<file path="config.mk">
export PLATFORM = sky130hd
export DESIGN_NAME = edge_operator_3x3_top
export DESIGN_NICKNAME = d
export VERILOG_FILES = /design/src/rtl/eo3_pkg.sv /design/src/rtl/eo3_lane.sv /design/src/rtl/eo3_merge.sv /design/src/rtl/edge_operator_3x3_top.sv
export SDC_FILE = /design/constraint.sdc
export NUM_CORES = 1
export LEC_CHECK = 0
export ABC_AREA = 0
export BUFFER_PORTS_ARGS = -buffer_cell sky130_fd_sc_hd__buf_2
export CAP_MARGIN = 20
export CORE_ASPECT_RATIO = 1.25
export CORE_UTILIZATION = 55
export DETAILED_ROUTE_END_ITERATION = 16
export PLACE_DENSITY = 0.72
export SETUP_SLACK_MARGIN = 0.2
export SYNTH_ARGS = -nofsm -noshare
export SYNTH_HDL_FRONTEND = slang
export SYNTH_SLANG_ARGS = --single-unit
</file>
<file path="constraint.sdc">
create_clock -name clk -period 10.7 [get_ports clk]
set_input_delay 0.535 -clock clk [delete_from_list [all_inputs] [get_ports clk]]
set_output_delay 0.535 -clock clk [all_outputs]
set_load 0.05 [all_outputs]
</file>
<file path="src/rtl/eo3_pkg.sv">
// eo3_pkg: shared types, constants and kernel tables for the 3x3 edge operator.
// Used by eo3_lane, eo3_merge and edge_operator_3x3_top; depends on nothing.
package eo3_pkg;

	// default pixel width
	localparam int PIXEL_BITS_DEF = 8;

	// kernel coefficient width, signed, holds -32..31; the table values span -20..10
	localparam int COEF_W = 6;

	// taps in one window
	localparam int TAPS = 9;

	// result width and saturation limit
	localparam int EDGE_W = 8;
	localparam logic [EDGE_W-1:0] EDGE_MAX = 8'd255;

	typedef enum logic [1:0] {
		OP_SOBEL     = 2'd0,
		OP_PREWITT   = 2'd1,
		OP_SCHARR    = 2'd2,
		OP_LAPLACIAN = 2'd3
	} op_kind_t;

	typedef logic signed [COEF_W-1:0] coef_t;

	// horizontal kernels, row major; the Laplacian kernel rides in this lane
	localparam coef_t GX_TAB [4][TAPS] = '{
		'{-6'sd1, 6'sd0, 6'sd1, -6'sd2, 6'sd0, 6'sd2, -6'sd1, 6'sd0, 6'sd1},
		'{-6'sd1, 6'sd0, 6'sd1, -6'sd1, 6'sd0, 6'sd1, -6'sd1, 6'sd0, 6'sd1},
		'{-6'sd3, 6'sd0, 6'sd3, -6'sd10, 6'sd0, 6'sd10, -6'sd3, 6'sd0, 6'sd3},
		'{6'sd1, 6'sd4, 6'sd1, 6'sd4, -6'sd20, 6'sd4, 6'sd1, 6'sd4, 6'sd1}
	};

	// vertical kernels; all zero for the Laplacian
	localparam coef_t GY_TAB [4][TAPS] = '{
		'{6'sd1, 6'sd2, 6'sd1, 6'sd0, 6'sd0, 6'sd0, -6'sd1, -6'sd2, -6'sd1},
		'{-6'sd1, -6'sd1, -6'sd1, 6'sd0, 6'sd0, 6'sd0, 6'sd1, 6'sd1, 6'sd1},
		'{-6'sd3, -6'sd10, -6'sd3, 6'sd0, 6'sd0, 6'sd0, 6'sd3, 6'sd10, 6'sd3},
		'{6'sd0, 6'sd0, 6'sd0, 6'sd0, 6'sd0, 6'sd0, 6'sd0, 6'sd0, 6'sd0}
	};

endpackage

</file>
<file path="src/rtl/eo3_lane.sv">
// eo3_lane: one weighted-sum lane over a 3x3 window (products, row sums, total).
// Depends on eo3_pkg; instantiated twice by edge_operator_3x3_top.
module eo3_lane #(
	parameter int PIXEL_BITS = eo3_pkg::PIXEL_BITS_DEF,
	parameter int SUM_W      = PIXEL_BITS + eo3_pkg::COEF_W + 4
) (
	input  logic                     clk,
	input  logic [PIXEL_BITS-1:0]    pix  [eo3_pkg::TAPS],
	input  eo3_pkg::coef_t           coef [eo3_pkg::TAPS],
	output logic signed [SUM_W-1:0]  sum_s3
);

	localparam int PROD_W = PIXEL_BITS + eo3_pkg::COEF_W;
	localparam int FULL_W = PIXEL_BITS + 1 + eo3_pkg::COEF_W;
	localparam int ROW_W  = PROD_W + 2;

	logic signed [FULL_W-1:0] prod_full [eo3_pkg::TAPS];
	logic signed [PROD_W-1:0] prod_s1   [eo3_pkg::TAPS];
	logic signed [ROW_W-1:0]  row_s2    [3];

	// form the tap products as pixel times signed coefficient
	always_comb begin
		for (int i = 0; i < eo3_pkg::TAPS; i++) begin
			prod_full[i] = $signed({1'b0, pix[i]}) * coef[i];
		end
	end

	// register the products
	always_ff @(posedge clk) begin
		for (int i = 0; i < eo3_pkg::TAPS; i++) begin
			prod_s1[i] <= prod_full[i][PROD_W-1:0];
		end
	end

	// add each window row
	always_ff @(posedge clk) begin
		for (int r = 0; r < 3; r++) begin
			row_s2[r] <= ROW_W'(prod_s1[3*r]) + ROW_W'(prod_s1[3*r+1])
				+ ROW_W'(prod_s1[3*r+2]);
		end
	end

	// add the three rows
	always_ff @(posedge clk) begin
		sum_s3 <= SUM_W'(row_s2[0]) + SUM_W'(row_s2[1]) + SUM_W'(row_s2[2]);
	end

endmodule

</file>
<file path="src/rtl/eo3_merge.sv">
// eo3_merge: combines the two lane sums into |Gx|+|Gy|, saturated, registered.
// Depends on eo3_pkg; instantiated by edge_operator_3x3_top.
module eo3_merge #(
	parameter int SUM_W = eo3_pkg::PIXEL_BITS_DEF + eo3_pkg::COEF_W + 4
) (
	input  logic                             clk,
	input  logic                             arst_n,
	input  logic signed [SUM_W-1:0]          sx_s3,
	input  logic signed [SUM_W-1:0]          sy_s3,
	output logic [eo3_pkg::EDGE_W-1:0]       edge_q
);

	logic [SUM_W-1:0] abs_x;
	logic [SUM_W-1:0] abs_y;
	logic [SUM_W:0]   mag;

	// take magnitudes and add them
	always_comb begin
		abs_x = sx_s3[SUM_W-1] ? SUM_W'(-sx_s3) : SUM_W'(sx_s3);
		abs_y = sy_s3[SUM_W-1] ? SUM_W'(-sy_s3) : SUM_W'(sy_s3);
		mag   = {1'b0, abs_x} + {1'b0, abs_y};
	end

	// clamp at the limit and register the result
	always_ff @(posedge clk) begin
		if (mag > (SUM_W+1)'(eo3_pkg::EDGE_MAX)) begin
			edge_q <= eo3_pkg::EDGE_MAX;
		end else begin
			edge_q <= mag[eo3_pkg::EDGE_W-1:0];
		end
	end

	// two zero sums give a zero result
	a_zero_in_zero_out: assert property (@(posedge clk) disable iff (!arst_n)
		(sx_s3 == '0 && sy_s3 == '0) |=> (edge_q == '0))
		else $error("nonzero edge value from zero sums");

	// a magnitude over the limit gives exactly the saturation limit
	a_within_limit: assert property (@(posedge clk) disable iff (!arst_n)
		(mag > (SUM_W+1)'(eo3_pkg::EDGE_MAX)) |=> (edge_q == eo3_pkg::EDGE_MAX))
		else $error("edge value not saturated");

endmodule

</file>
<file path="src/rtl/edge_operator_3x3_top.sv">
// edge_operator_3x3_top: 3x3 Sobel/Prewitt/Scharr/Laplacian edge operator.
// Depends on eo3_pkg, eo3_lane and eo3_merge.
//
// One window is taken on every clock edge where start is high; busy is always
// low. Each window gives one edge_value, marked by a one-cycle done strobe.
// The window passes through the lane pipeline registers (products, row sums,
// window sum) and then the magnitude/saturation register. Results are not held:
// the receiver must take each one in the cycle done is high. Write
// operator_kind through cfg_we/cfg_wdata only while no window is in flight.
module edge_operator_3x3_top #(
	parameter int PIXEL_BITS = eo3_pkg::PIXEL_BITS_DEF
) (
	input  logic                        clk,
	input  logic                        arst_n,
	input  logic                        start,
	output logic                        busy,
	input  logic                        cfg_we,
	input  logic [1:0]                  cfg_wdata,
	input  logic [PIXEL_BITS-1:0]       pix_top_left,
	input  logic [PIXEL_BITS-1:0]       pix_top_mid,
	input  logic [PIXEL_BITS-1:0]       pix_top_right,
	input  logic [PIXEL_BITS-1:0]       pix_mid_left,
	input  logic [PIXEL_BITS-1:0]       pix_center,
	input  logic [PIXEL_BITS-1:0]       pix_mid_right,
	input  logic [PIXEL_BITS-1:0]       pix_bot_left,
	input  logic [PIXEL_BITS-1:0]       pix_bot_mid,
	input  logic [PIXEL_BITS-1:0]       pix_bot_right,
	output logic                        done,
	output logic [eo3_pkg::EDGE_W-1:0]  edge_value
);

	localparam int SUM_W = PIXEL_BITS + eo3_pkg::COEF_W + 4;

	eo3_pkg::op_kind_t          kind_q;
	logic [PIXEL_BITS-1:0]      pix   [eo3_pkg::TAPS];
	eo3_pkg::coef_t             gx_coef [eo3_pkg::TAPS];
	eo3_pkg::coef_t             gy_coef [eo3_pkg::TAPS];
	logic signed [SUM_W-1:0]    sx_s3;
	logic signed [SUM_W-1:0]    sy_s3;
	logic                       vld_s1;
	logic                       vld_s2;
	logic                       vld_s3;
	logic                       vld_s4;

	// never stall the input
	assign busy = 1'b0;

	// hold the operator selection
	always_ff @(posedge clk or negedge arst_n) begin
		if (!arst_n) begin
			kind_q <= eo3_pkg::OP_SOBEL;
		end else if (cfg_we) begin
			kind_q <= eo3_pkg::op_kind_t'(cfg_wdata);
		end
	end

	// gather the window in row-major order
	assign pix[0] = pix_top_left;
	assign pix[1] = pix_top_mid;
	assign pix[2] = pix_top_right;
	assign pix[3] = pix_mid_left;
	assign pix[4] = pix_center;
	assign pix[5] = pix_mid_right;
	assign pix[6] = pix_bot_left;
	assign pix[7] = pix_bot_mid;
	assign pix[8] = pix_bot_right;

	// look up the kernels for the selected operator
	always_comb begin
		for (int i = 0; i < eo3_pkg::TAPS; i++) begin
			gx_coef[i] = eo3_pkg::GX_TAB[kind_q][i];
			gy_coef[i] = eo3_pkg::GY_TAB[kind_q][i];
		end
	end

	eo3_lane #(
		.PIXEL_BITS (PIXEL_BITS),
		.SUM_W      (SUM_W)
	) u_lane_x (
		.clk    (clk),
		.pix    (pix),
		.coef   (gx_coef),
		.sum_s3 (sx_s3)
	);

	eo3_lane #(
		.PIXEL_BITS (PIXEL_BITS),
		.SUM_W      (SUM_W)
	) u_lane_y (
		.clk    (clk),
		.pix    (pix),
		.coef   (gy_coef),
		.sum_s3 (sy_s3)
	);

	eo3_merge #(
		.SUM_W (SUM_W)
	) u_merge (
		.clk    (clk),
		.arst_n (arst_n),
		.sx_s3  (sx_s3),
		.sy_s3  (sy_s3),
		.edge_q (edge_value)
	);

	// advance the transaction valid flags alongside the data
	always_ff @(posedge clk or negedge arst_n) begin
		if (!arst_n) begin
			vld_s1 <= 1'b0;
			vld_s2 <= 1'b0;
			vld_s3 <= 1'b0;
			vld_s4 <= 1'b0;
		end else begin
			vld_s1 <= start & ~busy;
			vld_s2 <= vld_s1;
			vld_s3 <= vld_s2;
			vld_s4 <= vld_s3;
		end
	end

	assign done = vld_s4;

	// every accepted window yields a done strobe
	a_start_to_done: assert property (@(posedge clk) disable iff (!arst_n)
		(start && !busy) |-> ##4 done)
		else $error("accepted transaction produced no result");

	// no result without an accepted window
	a_done_has_start: assert property (@(posedge clk) disable iff (!arst_n)
		done |-> $past(start, 4))
		else $error("result strobe without a transaction");

endmodule
</file>
==> metrics.yaml <==
global_routing:
  grt_overflow: 0
  grt_use_total: 0.240
  grt_pass1_wl_mm: 103
  grt_max_degree: 46
  antenna_found_initial: 1
  grt_pass1_vias: 21600
yosys:
  syn_nets: 3868
  synth_top_area_frac: 0.227
  ys_ff_latch: 319
  synthCells: 2938
  yosys_most_used_dff: "dfxtp_1"
  netlist-cell-type-count: 64
  synth_common_cells: "ha_1, inv_1, fa_1, dfxtp_1, xnor2_1"
  syn_avg_cell_area_um2: 9.90
  synth.area.top_cells: "ha_1, fa_1, dfxtp_1"
  async_reset_ff_frac: 0.0188
  synth.most_common_cell: "ha_1"
  synth_area_leader_cell: "ha_1"
  ys_warn_count: 0
  synth.cell_area_um2: 29100
  synth_edf_count: 0
  seq_area_frac_synth: 0.221
die:
  ios: 88
  die-area_um2: 53800
  initial_core_util: 0.560
  die_h_um: 259
  core_um2: 51900
  fp.dieW_um: 208
  rows: 93
timing:
  rsz0062_at_grt: "false"
  fin_crit_ps: 6540
  hold_viol_final: 0
  finalClockSkew_ps: 21.7
  tns_ps: 0
  fmax_ghz: 0.153
  tightest_slew_ps: 1030
  drv_slew: 0
  post-route-period-util: 0.611
  slew-limit-headroom: 0.311
  setup_viol: 0
worst_setup_path:
  cp.buffers_inverters: 6
  path_cells: "buf_4 > clkinv_1 > ha_1 > buf_4 > clkinv_1 > nor2_1 > fa_1 > inv_1 > fa_1 > fa_1 > fa_1 > inv_1 > ha_1 > a21o_1 > a21oi_1 > o21bai_1 > a21oi_1 > o21ai_0 > a21o_1 > a21oi_1 > xnor2_1"
  crit_slowest_cell: "clkinv_1"
  crit_type: "flop to flop"
  crit_family: "adder cells"
  critPathRequiredTime_ps: 11190
  crit_path_end_kind: "flop"
  cp-start-kind: "flop"
  arrival_ps: 7040
  crit_path_frequent_cell: "fa_1"
  crit_fanout: 34
  cp_slowest_stage_delay_ps: 610
place:
  gp_congestion: 0.901
  hpwl_mm: 52.0
  place_area_um2: 30300
  io_buffers: 86
  place_inst: 3657
routing:
  drc: 0
  drt-total-wl_mm: 62.1
  first_pass_iters: 5
  vias: 20000
  viasPerCell: 5.36
  ant_nets: 0
  wl_per_cell_um: 16.7
  drt-initial-drc-count: 740
clock_tree:
  clk_latency_ps: 560
  clock-root-buffer: "clkbuf_16"
  cts.sinks: 319
  cts_buffers: 37
  clk_pin_slew_worst_paths_ps: 60
  cts_tree: "done"
  cts_htree_levels: 2
  cts_max_path_buffers: 3
layout:
  fin_area_um2: 31500
  fillers: 4363
  syn_to_final_growth_pct: 8.43
  num-nets-final: 3962
  drive_gt1_frac: 0.0588
  stdcell_count: 3725
min_path:
  worstHoldPathType: "input port to flop"
status:
  status: "finished, final reports clean"
job:
  cap_violations: 0
[cell families (layout without fill, tap and decap cells)]
family                     count (synthesis)  in the layout  share of synthesized area
AOI/OAI and AO/OA                        389            389                     0.0855
xor gates and xnor gates                 237            237                     0.0714
adders and majority gates                852            852                      0.451
buffers and inverters                    516            637                     0.0668
DFF                                      319            319                      0.221
muxes                                      3              3                    0.00103
other                                      1              2                   0.000129
and+or+nand+nor                          621            621                      0.104
[final cells by class]
class / instances / area, um^2 / share of cell area
antenna: 1 / 2.50 / 0.0000794
clock buffer: 49 / 1030 / 0.0327
clock inverter: 17 / 226 / 0.00718
inverter: 474 / 1780 / 0.0564
multi-input combinational: 2103 / 20700 / 0.657
sequential: 319 / 6420 / 0.204
tap: 665 / 832 / 0.0264
timing repair buffer: 97 / 515 / 0.0164
[metrics by stage]
step	utilization	hold WS, ps	worst slack [ps]
3_5_place_dp	0.583	341	4120
6_report	0.607	95.9	4160
2_1_floorplan	-	239	4920
5_1_grt	0.607	79.9	3700
3_3_place_gp	0.583	336	4300
4_1_cts	0.607	63.5	4120
[per-layer routing]
layer	vias up	wire (um)	GRT usage
met3	119	2270	0.0350
met5	-	0	0
li1	9710	-	-
met4	0	2330	0.0944
met1	9801	24900	0.272
met2	340	32700	0.452
[worst register-to-register path: cells and delay by family (launching register included)]
family / cells / cell delay (ps)
DFF: 1 / 320
adders and majority gates: 6 / 2780
AOI/OAI and AO/OA: 7 / 1250
buffers and inverters: 6 / 1810
and+or+nand+nor: 1 / 210
xor gates and xnor gates: 1 / 130
[registers in the layout (all words and copies together) (netlist names), 2 cells and up]
register and cells:
kind_q 2, u_lane_y.row_s2 32, u_lane_y.sum_s3 18, u_lane_x.sum_s3 18, u_merge.edge_q 8, u_lane_x.prod_s1 105, u_lane_y.prod_s1 84, u_lane_x.row_s2 48
[cell usage in the layout (no fill, tap or decap), types with 9 or more instances in the layout]
cell type / instances
or2_2: 9
nand3_1: 24
dfxtp_1: 313
inv_1: 472
nor2b_1: 68
o21bai_1: 39
nand2b_1: 27
o21ai_0: 67
nor2_1: 151
o31ai_1: 13
ha_1: 525
a21oi_1: 136
a21o_1: 41
and2_1: 102
o21a_1: 14
nand2_1: 178
buf_4: 10
xor2_1: 51
fa_1: 325
nor3_1: 28
buf_2: 86
xnor2_1: 186
and3_1: 9
clkbuf_16: 37
[final timing paths]
check	endpoint	slack, ps	start	cells after the start
worst max-delay path	u_lane_y.prod_s1[0][13]$_DFF_P_	4160	kind_q[0]$_DFFE_PN0P_	21
worst min-delay path	vld_s1$_DFF_PN0_	100	start	1
worst max register to register	u_lane_y.prod_s1[0][13]$_DFF_P_	4160	kind_q[0]$_DFFE_PN0P_	21
worst min register to register	done$_DFF_PN0_	350	vld_s3$_DFF_PN0_	0
max in group asynchronous	kind_q[0]$_DFFE_PN0P_	10190	arst_n	2
min in group asynchronous	vld_s1$_DFF_PN0_	360	arst_n	2
[repair_timing]
action | CTS | global route
gates resized for setup | 0 | 0
hold buffers | 1 | 0
buffers inserted | 0 | 0
hold endpoints to repair | 6 | 0
Power is left out: the tool's default activity adds up to more than one toggle a clock period on the data nets, which glitch-free logic cannot reach.
